[config.mk]
export PLATFORM = sky130hd
export DESIGN_NAME = rendezvous_message_ipc_engine_flat
export DESIGN_NICKNAME = d
export VERILOG_FILES = /design/src/sv/rmie_pkg.sv /design/src/sv/rmie_if.sv /design/src/sv/rmie_ram.sv /design/src/sv/rendezvous_message_ipc_engine.sv /design/src/flat_wrapper.sv
export SDC_FILE = /design/constraint.sdc
export NUM_CORES = 2
export LEC_CHECK = 0
export BUFFER_PORTS_ARGS = -buffer_cell sky130_fd_sc_hd__buf_2
export CORE_MARGIN = 2
export CORE_UTILIZATION = 26
export CTS_CLUSTER_DIAMETER = 30
export DETAILED_ROUTE_END_ITERATION = 10
export PLACE_DENSITY = 0.51
export SLEW_MARGIN = 20
export SYNTH_ARGS = -nofsm -noshare
export SYNTH_HDL_FRONTEND = slang
export SYNTH_HIERARCHICAL = 1
export SYNTH_SLANG_ARGS = --single-unit
[constraint.sdc]
create_clock -name clk -period 12.36 [get_ports clk]
set_input_delay 1.236 -clock clk [delete_from_list [all_inputs] [get_ports clk]]
set_output_delay 1.236 -clock clk [all_outputs]
set_load 0.05 [all_outputs]
[src/sv/rmie_pkg.sv]
// Shared types and constants of the rendezvous message engine.
package rmie_pkg;

	localparam int PROC_COUNT_DEF = 16;
	localparam logic [7:0] NOTIFY_TYPE = 8'hFF;
	localparam logic [63:0] NOTIFY_PAYLOAD = 64'd2;

	typedef enum logic [1:0] {
		CMD_SEND    = 2'd0,
		CMD_RECV    = 2'd1,
		CMD_SENDREC = 2'd2,
		CMD_NOTIFY  = 2'd3
	} cmd_t;

	typedef enum logic [2:0] {
		KIND_DONE     = 3'd0,
		KIND_REJECT   = 3'd1,
		KIND_BLOCKED  = 3'd2,
		KIND_DELIVER  = 3'd3,
		KIND_RELEASED = 3'd4
	} kind_t;

	typedef enum logic [3:0] {
		ST_IDLE,
		ST_DEC,
		ST_DONE,
		ST_A_RD,
		ST_A_CHK,
		ST_BLK,
		ST_BLK_R,
		ST_T_RD,
		ST_T_CHK,
		ST_T_HIT,
		ST_T_REL
	} state_t;

	typedef struct packed {
		logic [3:0]  target;
		logic [2:0]  kind;
		logic [4:0]  msg_from;
		logic [7:0]  msg_out_type;
		logic [63:0] msg_out_payload;
		logic        runnable;
		logic        last;
	} res_t;

endpackage

[src/sv/rmie_if.sv]
// Request and result channel interfaces of the rendezvous message engine.
interface rmie_req_if;
	logic        valid;
	logic        ready;
	logic [1:0]  cmd;
	logic [3:0]  caller;
	logic [4:0]  peer;
	logic [7:0]  msg_type;
	logic [63:0] msg_payload;

	modport source(output valid, cmd, caller, peer, msg_type, msg_payload, input ready);
	modport sink(input valid, cmd, caller, peer, msg_type, msg_payload, output ready);
endinterface

interface rmie_res_if;
	logic        valid;
	logic        ready;
	logic [3:0]  target;
	logic [2:0]  kind;
	logic [4:0]  msg_from;
	logic [7:0]  msg_out_type;
	logic [63:0] msg_out_payload;
	logic        runnable;
	logic        last;

	modport source(output valid, target, kind, msg_from, msg_out_type, msg_out_payload,
		runnable, last, input ready);
	modport sink(input valid, target, kind, msg_from, msg_out_type, msg_out_payload,
		runnable, last, output ready);
endinterface

[src/sv/rmie_ram.sv]
// Single-port-write, single-port-read synchronous RAM with registered read data.
module rmie_ram #(
	parameter int DEPTH = 16,
	parameter int WIDTH = 8
) (
	input  logic                     clk,
	input  logic                     we,
	input  logic [$clog2(DEPTH)-1:0] waddr,
	input  logic [WIDTH-1:0]         wdata,
	input  logic                     re,
	input  logic [$clog2(DEPTH)-1:0] raddr,
	output logic [WIDTH-1:0]         rdata
);
	logic [WIDTH-1:0] mem [DEPTH];

	always_ff @(posedge clk) begin
		if (we) begin
			mem[waddr] <= wdata;
		end
		if (re) begin
			rdata <= mem[raddr];
		end
	end
endmodule

[src/sv/rendezvous_message_ipc_engine.sv]
// Rendezvous message engine: one command at a time, state in flags, heads and two RAMs.
// Notify, rejects and direct sends need no list walk; a queued send or a receive walks
// the sender list in the link RAM node by node, through a read state and a check state.
// One command at a time: take the next request once the final result
// of the current one is loaded into the output register.
// Reset: flags cleared and all list heads empty; message and link RAMs are not cleared.
// Link and message RAM entries are always written before they are read.
module rendezvous_message_ipc_engine #(
	parameter int PROC_COUNT = rmie_pkg::PROC_COUNT_DEF
) (
	input  logic clk,
	input  logic arst_n,
	rmie_req_if.sink   req,
	rmie_res_if.source res
);
	import rmie_pkg::*;

	localparam int IW = (PROC_COUNT > 1) ? $clog2(PROC_COUNT) : 1;
	localparam int LW = $clog2(PROC_COUNT + 1);
	localparam logic [LW-1:0] NO_PROC = LW'(PROC_COUNT);
	localparam logic [4:0] ANY_FROM = 5'(PROC_COUNT);

	state_t state_q, state_d;

	cmd_t        cmd_q;
	logic [3:0]  c_q;
	logic [4:0]  peer_q;
	logic [7:0]  type_q;
	logic [63:0] pay_q;
	logic [LW-1:0] want_q, ptr_q, prev_q;

	logic [PROC_COUNT-1:0] send_q, recv_q, pend_q;
	logic [LW-1:0] ws_q   [PROC_COUNT];
	logic [LW-1:0] head_q [PROC_COUNT];

	logic ov_q;
	res_t od_q, res_d;
	logic fire, can_emit;

	logic          nx_we, nx_re;
	logic [IW-1:0] nx_waddr, nx_raddr;
	logic [LW-1:0] nx_wdata, nx_rdata;
	logic          mg_we, mg_re;
	logic [IW-1:0] mg_raddr;
	logic [71:0]   mg_rdata;

	logic [IW-1:0] c_idx, p_idx, ptr_idx, h_idx;
	logic c_bad, p_bad, p_any, c_free, bad_peer, direct_ok, match, is_reject;
	logic [LW-1:0] hd;

	assign c_idx   = IW'(c_q);
	assign p_idx   = IW'(peer_q);
	assign ptr_idx = IW'(ptr_q);
	assign c_bad   = int'(c_q) >= PROC_COUNT;
	assign p_bad   = int'(peer_q) >= PROC_COUNT;
	assign p_any   = int'(peer_q) == PROC_COUNT;
	assign c_free  = !c_bad && !send_q[c_idx] && !recv_q[c_idx];
	assign bad_peer = (cmd_q == CMD_RECV) ? (p_bad && !p_any) : p_bad;
	assign direct_ok = !p_bad && recv_q[p_idx]
		&& (ws_q[p_idx] == NO_PROC || ws_q[p_idx] == LW'(c_q));
	assign is_reject = !c_free || bad_peer;
	// one head read port: caller list for receive and after a hand-off, else peer list
	assign h_idx = (cmd_q == CMD_RECV || direct_ok) ? c_idx : p_idx;
	assign hd    = head_q[h_idx];
	assign match = (want_q == NO_PROC) || (want_q == ptr_q);
	assign can_emit = !ov_q || res.ready;
	assign req.ready = (state_q == ST_IDLE);

	rmie_ram #(.DEPTH(PROC_COUNT), .WIDTH(LW)) u_next (
		.clk(clk), .we(nx_we), .waddr(nx_waddr), .wdata(nx_wdata),
		.re(nx_re), .raddr(nx_raddr), .rdata(nx_rdata)
	);

	rmie_ram #(.DEPTH(PROC_COUNT), .WIDTH(72)) u_msg (
		.clk(clk), .we(mg_we), .waddr(c_idx), .wdata({type_q, pay_q}),
		.re(mg_re), .raddr(mg_raddr), .rdata(mg_rdata)
	);

	// next state
	always_comb begin
		state_d = state_q;
		unique case (state_q)
			ST_IDLE: begin
				if (req.valid) state_d = ST_DEC;
			end
			ST_DEC: begin
				priority if (cmd_q == CMD_NOTIFY || is_reject) begin
					if (can_emit) state_d = ST_IDLE;
				end else if (cmd_q == CMD_RECV) begin
					if (pend_q[c_idx]) begin
						if (can_emit) state_d = ST_IDLE;
					end else begin
						state_d = (hd == NO_PROC) ? ST_BLK_R : ST_T_RD;
					end
				end else if (direct_ok) begin
					if (can_emit) begin
						if (cmd_q == CMD_SEND) state_d = ST_DONE;
						else state_d = (hd == NO_PROC) ? ST_BLK_R : ST_T_RD;
					end
				end else begin
					state_d = (hd == NO_PROC) ? ST_BLK : ST_A_RD;
				end
			end
			ST_A_RD: state_d = ST_A_CHK;
			ST_A_CHK: state_d = (nx_rdata == NO_PROC) ? ST_BLK : ST_A_RD;
			ST_T_RD: state_d = ST_T_CHK;
			ST_T_CHK: begin
				priority if (match) state_d = ST_T_HIT;
				else if (nx_rdata == NO_PROC) state_d = ST_BLK_R;
				else state_d = ST_T_RD;
			end
			ST_T_HIT: begin
				if (can_emit) state_d = ST_T_REL;
			end
			ST_DONE, ST_BLK, ST_BLK_R, ST_T_REL: begin
				if (can_emit) state_d = ST_IDLE;
			end
			default: state_d = ST_IDLE;
		endcase
	end

	// results and RAM controls
	always_comb begin
		fire = 1'b0;
		res_d = '0;
		nx_we = 1'b0;
		nx_waddr = ptr_idx;
		nx_wdata = NO_PROC;
		nx_re = 1'b0;
		nx_raddr = ptr_idx;
		mg_we = 1'b0;
		mg_re = 1'b0;
		mg_raddr = ptr_idx;
		unique case (state_q)
			ST_DEC: begin
				res_d.last = 1'b1;
				priority if (cmd_q == CMD_NOTIFY) begin
					fire = can_emit;
					if (p_bad) begin
						res_d.kind = KIND_REJECT;
					end else begin
						res_d.target = 4'(peer_q);
						res_d.runnable = !send_q[p_idx];
						if (recv_q[p_idx]) begin
							res_d.kind = KIND_DELIVER;
							res_d.msg_from = ANY_FROM;
							res_d.msg_out_type = NOTIFY_TYPE;
							res_d.msg_out_payload = NOTIFY_PAYLOAD;
						end else begin
							res_d.kind = KIND_DONE;
						end
					end
				end else if (is_reject) begin
					fire = can_emit;
					res_d.target = c_q;
					res_d.kind = KIND_REJECT;
					res_d.runnable = c_free;
				end else if (cmd_q == CMD_RECV) begin
					if (pend_q[c_idx]) begin
						fire = can_emit;
						res_d.target = c_q;
						res_d.kind = KIND_DELIVER;
						res_d.msg_from = ANY_FROM;
						res_d.msg_out_type = NOTIFY_TYPE;
						res_d.msg_out_payload = NOTIFY_PAYLOAD;
						res_d.runnable = 1'b1;
					end
				end else if (direct_ok) begin
					fire = can_emit;
					res_d.target = 4'(peer_q);
					res_d.kind = KIND_DELIVER;
					res_d.msg_from = 5'(c_q);
					res_d.msg_out_type = type_q;
					res_d.msg_out_payload = pay_q;
					res_d.runnable = !send_q[p_idx];
					res_d.last = 1'b0;
				end else begin
					// hold the message and terminate the caller's own link
					mg_we = 1'b1;
					nx_we = 1'b1;
					nx_waddr = c_idx;
				end
			end
			ST_DONE: begin
				fire = can_emit;
				res_d.target = c_q;
				res_d.kind = KIND_DONE;
				res_d.runnable = 1'b1;
				res_d.last = 1'b1;
			end
			ST_BLK, ST_BLK_R: begin
				fire = can_emit;
				res_d.target = c_q;
				res_d.kind = KIND_BLOCKED;
				res_d.last = 1'b1;
			end
			ST_A_RD, ST_T_RD: nx_re = 1'b1;
			ST_A_CHK: begin
				if (nx_rdata == NO_PROC) begin
					nx_we = 1'b1;
					nx_wdata = LW'(c_q);
				end
			end
			ST_T_CHK: begin
				if (match) begin
					mg_re = 1'b1;
					if (prev_q != NO_PROC) begin
						nx_we = 1'b1;
						nx_waddr = IW'(prev_q);
						nx_wdata = nx_rdata;
					end
				end
			end
			ST_T_HIT: begin
				nx_we = 1'b1;
				fire = can_emit;
				res_d.target = c_q;
				res_d.kind = KIND_DELIVER;
				res_d.msg_from = 5'(ptr_q);
				res_d.msg_out_type = mg_rdata[71:64];
				res_d.msg_out_payload = mg_rdata[63:0];
				res_d.runnable = 1'b1;
			end
			ST_T_REL: begin
				fire = can_emit;
				res_d.target = 4'(ptr_q);
				res_d.kind = KIND_RELEASED;
				res_d.runnable = !recv_q[ptr_idx];
				res_d.last = 1'b1;
			end
			default: ;
		endcase
	end

	always_ff @(posedge clk or negedge arst_n) begin
		if (!arst_n) begin
			state_q <= ST_IDLE;
			ov_q <= 1'b0;
			send_q <= '0;
			recv_q <= '0;
			pend_q <= '0;
			for (int i = 0; i < PROC_COUNT; i++) begin
				head_q[i] <= NO_PROC;
			end
		end else begin
			state_q <= state_d;
			if (fire) ov_q <= 1'b1;
			else if (res.ready) ov_q <= 1'b0;
			unique case (state_q)
				ST_DEC: begin
					priority if (cmd_q == CMD_NOTIFY) begin
						if (!p_bad && can_emit) begin
							if (recv_q[p_idx]) recv_q[p_idx] <= 1'b0;
							else pend_q[p_idx] <= 1'b1;
						end
					end else if (is_reject) begin
					end else if (cmd_q == CMD_RECV) begin
						if (pend_q[c_idx]) begin
							if (can_emit) pend_q[c_idx] <= 1'b0;
						end
					end else if (direct_ok) begin
						if (can_emit) recv_q[p_idx] <= 1'b0;
					end else begin
						send_q[c_idx] <= 1'b1;
						if (cmd_q == CMD_SENDREC) recv_q[c_idx] <= 1'b1;
						if (hd == NO_PROC) head_q[p_idx] <= LW'(c_q);
					end
				end
				ST_BLK_R: begin
					if (can_emit) recv_q[c_idx] <= 1'b1;
				end
				ST_T_CHK: begin
					if (match && prev_q == NO_PROC) head_q[c_idx] <= nx_rdata;
				end
				ST_T_REL: begin
					if (can_emit) send_q[ptr_idx] <= 1'b0;
				end
				default: ;
			endcase
		end
	end

	// payload and walk registers
	always_ff @(posedge clk) begin
		if (fire) od_q <= res_d;
		unique case (state_q)
			ST_IDLE: begin
				if (req.valid) begin
					cmd_q <= cmd_t'(req.cmd);
					c_q <= req.caller;
					peer_q <= req.peer;
					type_q <= req.msg_type;
					pay_q <= req.msg_payload;
				end
			end
			ST_DEC: begin
				ptr_q <= hd;
				prev_q <= NO_PROC;
				want_q <= LW'(peer_q);
				if (cmd_q != CMD_NOTIFY && !is_reject && cmd_q != CMD_RECV && !direct_ok
						&& cmd_q == CMD_SENDREC) begin
					ws_q[c_idx] <= LW'(peer_q);
				end
			end
			ST_A_CHK: begin
				if (nx_rdata != NO_PROC) ptr_q <= nx_rdata;
			end
			ST_T_CHK: begin
				if (!match && nx_rdata != NO_PROC) begin
					prev_q <= ptr_q;
					ptr_q <= nx_rdata;
				end
			end
			ST_BLK_R: ws_q[c_idx] <= want_q;
			default: ;
		endcase
	end

	assign res.valid = ov_q;
	assign res.target = od_q.target;
	assign res.kind = od_q.kind;
	assign res.msg_from = od_q.msg_from;
	assign res.msg_out_type = od_q.msg_out_type;
	assign res.msg_out_payload = od_q.msg_out_payload;
	assign res.runnable = od_q.runnable;
	assign res.last = od_q.last;
endmodule

[src/flat_wrapper.sv]
// flat-port wrapper written by rule: the top's interface ports become plain ports
module rendezvous_message_ipc_engine_flat import rmie_pkg::*;
#(
	parameter int PROC_COUNT = rmie_pkg::PROC_COUNT_DEF
)
  (clk, arst_n, req_valid, req_cmd, req_caller, req_peer, req_msg_type, req_msg_payload, req_ready, res_valid, res_target, res_kind, res_msg_from, res_msg_out_type, res_msg_out_payload, res_runnable, res_last, res_ready);
  rmie_req_if req_i ();
  rmie_res_if res_i ();
  input  logic clk;
  input  logic arst_n;
  input wire logic [$bits(req_i.valid)-1:0] req_valid;
  input wire logic [$bits(req_i.cmd)-1:0] req_cmd;
  input wire logic [$bits(req_i.caller)-1:0] req_caller;
  input wire logic [$bits(req_i.peer)-1:0] req_peer;
  input wire logic [$bits(req_i.msg_type)-1:0] req_msg_type;
  input wire logic [$bits(req_i.msg_payload)-1:0] req_msg_payload;
  output wire logic [$bits(req_i.ready)-1:0] req_ready;
  output wire logic [$bits(res_i.valid)-1:0] res_valid;
  output wire logic [$bits(res_i.target)-1:0] res_target;
  output wire logic [$bits(res_i.kind)-1:0] res_kind;
  output wire logic [$bits(res_i.msg_from)-1:0] res_msg_from;
  output wire logic [$bits(res_i.msg_out_type)-1:0] res_msg_out_type;
  output wire logic [$bits(res_i.msg_out_payload)-1:0] res_msg_out_payload;
  output wire logic [$bits(res_i.runnable)-1:0] res_runnable;
  output wire logic [$bits(res_i.last)-1:0] res_last;
  input wire logic [$bits(res_i.ready)-1:0] res_ready;
  assign req_i.valid = req_valid;
  assign req_i.cmd = req_cmd;
  assign req_i.caller = req_caller;
  assign req_i.peer = req_peer;
  assign req_i.msg_type = req_msg_type;
  assign req_i.msg_payload = req_msg_payload;
  assign req_ready = req_i.ready;
  assign res_valid = res_i.valid;
  assign res_target = res_i.target;
  assign res_kind = res_i.kind;
  assign res_msg_from = res_i.msg_from;
  assign res_msg_out_type = res_i.msg_out_type;
  assign res_msg_out_payload = res_i.msg_out_payload;
  assign res_runnable = res_i.runnable;
  assign res_last = res_i.last;
  assign res_i.ready = res_ready;
  rendezvous_message_ipc_engine #(.PROC_COUNT(PROC_COUNT)) u_core (.clk(clk), .arst_n(arst_n), .req(req_i), .res(res_i));
endmodule
# Yosys cells after proc, flatten, opt, wreduce, memory -nomap -nowiden
# Memories as Yosys holds them, arrays and structs flattened. A register that Yosys moved wholly into a read port is not among the register bits.
# Index checks and enable logic that the tools add are counted.
# W data, S select, Z words.
# op_classes
addsub	0
mul	0
div	0
order_cmp	12
n_eq_ne	47
n_shift	0
muxes	140
bitwise_logic	13
reduce_logical	56
# op_table
op	n
$mux W80	6
$mux W16	21
$mux W85	3
$bwmux W80	2
$pmux W80 S2	1
$mux W77	2
$pmux W77 S2	1
$mux W86	1
$mux W78	1
$mux W4	19
$pmux W16 S2	2
$mux W5	11
$and A16 B16 Y16	3
$not A16 Y16	3
$or A16 B16 Y16	3
$mux W1	43
$demux W5 S4	2
$pmux W7 S5	1
$pmux W4 S8	1
$eq A5 B5 Y1 const B	6
$bmux W1 S4	6
$bmux W5 S4	1
$ge A5 B5 Y1 const B	4
$pmux W5 S2	2
other kinds (44)	123
# totals
regBits	317
latchBits	0
ramBits	1312
mem_bits_ro	0
inputBits	87
out_inout_bits	88
memories	3
# memory_table
memory	depth	word_bits	read_ports	rd_clocked_by_memory_dff	wr	line	source
u_core.u_msg.mem	16	72	1	1	1	rmie_ram.sv:14	logic [WIDTH-1:0] mem [DEPTH];
u_core.u_next.mem	16	5	1	1	1	rmie_ram.sv:14	
u_core.ws_q	16	5	1	1	1	rendezvous_message_ipc_engine.sv:33	logic [LW-1:0] ws_q [PROC_COUNT];

# Depth between registers and ports, before layout
# logic_depth
depth_word	18
depth_mapped	19
depth_no_buf	16

# Hierarchy
# Netlist, hierarchy kept.
# by_module_without_submodules
mod	instances	cells_each	area_each_um2	seq_area_each_um2
rmie_ram (u_core.u_msg)	1	1850	45270.9	36755.3
rendezvous_message_ipc_engine	1	1533	18998.2	11355.9
rmie_ram (u_core.u_next)	1	155	3263.1	2552.4

# Worst setup path after synthesis
# OpenSTA, ideal clock, no wires.
# synth_path
kind	register -> register
startpoint	register (tool-made name)
endpoint	memory u_core.u_msg.mem[0][0], enable pin
t_arrival_ns	8.894
path_slack_ns	2.876
path_stages_with_launch	16
path_buffers	3
period_less_slack_ns	9.484
path_cell_list	dfxtp_1 > buf_2 > mux4_2 > mux4_2 > xor2_1 > a31oi_4 > and3_1 > o21ai_1 > inv_1 > nor3_1 > nand2_1 > clkbuf_1 > inv_1 > buf_1 > or3b_2 > nor3_1
# synth_rtl
element	line
to (decl)	rmie_ram.sv:14

==> flow_metrics.env <==
export IMPL_wirelength_mm=190
export IMPL_fin_ws_ps=4770
export IMPL_ys_ff_latch=1710
export IMPL_netlist_area_leader_share_pct=69.9
export IMPL_fin_skew_ps=114
export IMPL_fill_cells=24358
export IMPL_p_int_mw=15.4
export IMPL_clock_sinks=1710
export IMPL_period_needed_ps=7590
export IMPL_critPathArrivalTime_ps=8150
export IMPL_post_route_period_util_pct=61.4
export IMPL_port_buffers=174
export IMPL_syn_area_mm2=0.0675
export IMPL_die_area_mm2=0.264
export IMPL_clockPowerShare_pct=46.0
export IMPL_vias=37491
export IMPL_synth_edf_count=1573
export IMPL_syn_nets=3625
export IMPL_track_usage_pct=14.1
export IMPL_antenna_found_initial=13
export IMPL_firstDrtPassIters=8
export IMPL_yosys_area_top_type="edfxtp_1"
export IMPL_die_h_um=514
export IMPL_synth_async_reset_ratio_pct=7.78
export IMPL_status="completed"
export IMPL_drt_wirelength_per_cell_um=24.8
export IMPL_cts_resized=0
export IMPL_cts_buffer_depth=4
export IMPL_p_leak_nw=28.2
export IMPL_grt_pass1_wl_mm=276
export IMPL_crit_path_max_fanout=27
export IMPL_crit_path_end_kind="flip-flop"
export IMPL_ys_types=76
export IMPL_slew_violations=0
export IMPL_insertion_delay_ps=940
export IMPL_start_util_pct=26.1
export IMPL_grt_setup_unrepaired="no"
export IMPL_max_cap_violations=0
export IMPL_syn_to_final_growth_pct=26.3
export IMPL_ys_seq_area_share_pct=75.0
export IMPL_worstReg2RegEnd="u_core/u_msg/mem[13][19]"
export IMPL_p_comb_share_pct=20.4
export IMPL_clkTransAtPathRegs_ps=50
export IMPL_fin_util_pct=32.9
export IMPL_hp_class="in -> async"
export IMPL_seq_area_mm2=0.0507
export IMPL_finalHoldViolCount=0
export IMPL_yosys_warnings=6
export IMPL_powerDensity_mw_per_mm2=256
export IMPL_place_congestion=0.853
export IMPL_r2r_setup_slack_ps=4770
export IMPL_sw_frac_of_total_pct=29.4
export IMPL_switchingPower_mw=6.41
export IMPL_setup_tns_ps=0
export IMPL_fmax_ghz=0.132
export IMPL_cts_buffers=379
export IMPL_htree_levels=5
export IMPL_ys_top_cells_by_count="edfxtp_1, mux4_2, a22oi_1, nand2_1, nor2_1"
export IMPL_r2r_worst_path_cells=15
export IMPL_layout_nets=4047
export IMPL_syn_inst=3538
export IMPL_place_hpwl_mm=109
export IMPL_dpl_worst_slack_ps=4790
export IMPL_synth_most_common_cell="edfxtp_1"
export IMPL_cts_tree="done"
export IMPL_pin_count=175
export IMPL_grt_pass1_vias=38660
export IMPL_place_area_mm2=0.0725
export IMPL_fp_row_count=187
export IMPL_crit_required_ps=12910
export IMPL_startpoint_type="flip-flop"
export IMPL_syn_avg_cell_area_um2=19.1
export IMPL_finish_instance_area_mm2=0.0853
export IMPL_core_area_mm2=0.259
export IMPL_cts_setup_buffers=0
export IMPL_slew_headroom_pct=23.3
export IMPL_overflow=0
export IMPL_die_w_um=514
export IMPL_cts_hold_buf=0
export IMPL_ant_nets=0
export IMPL_vdd_drop_max_v=0.000195
export IMPL_drt_iter0_drc=3800
export IMPL_drive_gt1_share_pct=30.5
export IMPL_drc=0
export IMPL_seqPwrFrac_pct=33.6
export IMPL_grt_max_degree=113
export IMPL_worst_pin_slew_ps=1150
export IMPL_finalSetupViolations=0
export IMPL_multi_input_area_mm2=0.0159
export IMPL_criticalPathCategory="reg -> reg"
export IMPL_clockRootBuffer="clkbuf_16"
export IMPL_synth_area_leaders="edfxtp_1, mux4_2, dfrtp_1, a22oi_1, o2bb2ai_1"
export IMPL_viasPerCell=4.89
export IMPL_ys_flop_type="edfxtp_1"
## worst max-delay path, stage by stage, from the launching register on
cell,delay [ps]
dfxtp_1,960
mux4_2,610
mux2i_1,280
mux2i_1,150
xnor2_1,160
o311a_1,220
and3_1,220
o21ai_1,660
inv_1,140
nor3_1,270
nand2_1,340
inv_1,730
nand3_1,440
nor2_4,860
buf_4,560
buf_4,540
## cells in the final DEF (no fill, tap or decap), types with 59 or more instances in the layout
master	instances
a22o_1	70
a22oi_1	221
buf_2	174
buf_4	78
bufinv_16	59
clkbuf_16	383
clkinv_2	70
dfrtp_1	117
edfxtp_1	1573
mux4_2	344
nand2_1	157
nor2_1	133
o21ai_0	90
o2bb2ai_1	80
## how the worst max path moves through the flow
stage | startpoint | endpoint | slack [ps]
6_report | flip-flop | u_core/u_msg/mem[13][19] | 4770
5_1_grt | flip-flop | u_core/u_msg/mem[13][11] | 4320
4_1_cts | flip-flop | u_core/u_msg/mem[13][17] | 4820
3_5_place_dp | flip-flop | u_core/u_msg/mem[13][11] | 4790
3_3_place_gp | flip-flop | u_core/u_msg/mem[13][11] | 4920
2_1_floorplan | flip-flop | u_core/u_msg/mem[0][0] | 2880
## state kept, by name, indices dropped and copies added, names as in the netlist, 8 cells and up, named ones only
signal                      count
u_core/res.msg_out_type         8
u_core/head_q                  80
u_core/ws_q                    80
u_core/pend_q                  16
u_core/res.msg_out_payload     64
u_core/type_q                   8
u_core/u_msg/rdata             72
u_core/send_q                  16
u_core/pay_q                   64
u_core/u_next/mem              80
u_core/recv_q                  16
u_core/u_msg/mem             1152
## logic make-up after synthesis
logic type                count (synthesis)  share of synthesized area, %
muxes                                   404                          12.4
and+or+nand+nor                         502                          3.48
DFF                                    1710                          75.0
xor gates and xnor gates                  6                        0.0778
buffers and inverters                   256                          1.77
AOI/OAI and AO/OA                       660                          7.21
## layer usage
layer  routed length, µm  share of wire (%)  GRT usage (%)
met3               12700                6.7           2.94
met1               83000                 44           19.4
met4                4840                2.5           4.42
met5                  13             0.0068              0
met2               89500                 47           22.4
## power groups by stage
stage	Sequential [mW]	Clock [mW]	Combinational (mW)
3_5_place_dp	7.44	0	4.50
6_report	7.34	10.0	4.46
3_3_place_gp	7.43	0	4.51
5_1_grt	7.39	10.5	4.76
2_1_floorplan	7.71	0	2.72
4_1_cts	7.35	10.2	4.52
## cell type report
class | instances | area share (%)
diodes | 2 | 0.00587
clock buffers | 435 | 11.6
clock inverters | 245 | 3.42
inverters | 39 | 0.177
multi-input cells | 1572 | 18.6
flip-flops and latches | 1710 | 59.4
well taps | 3402 | 4.99
repair buffers | 258 | 1.85
## metrics by stage
stage,std cells,hold WS (ps),total power [mW]
after floorplan,3538,421,10.4
after global placement,6978,464,11.9
after detailed placement,6980,469,11.9
after CTS,7660,256,22.1
after global routing,7662,309,22.7
final,7663,322,21.8
Note: power is estimated with default switching activity, not from simulation.
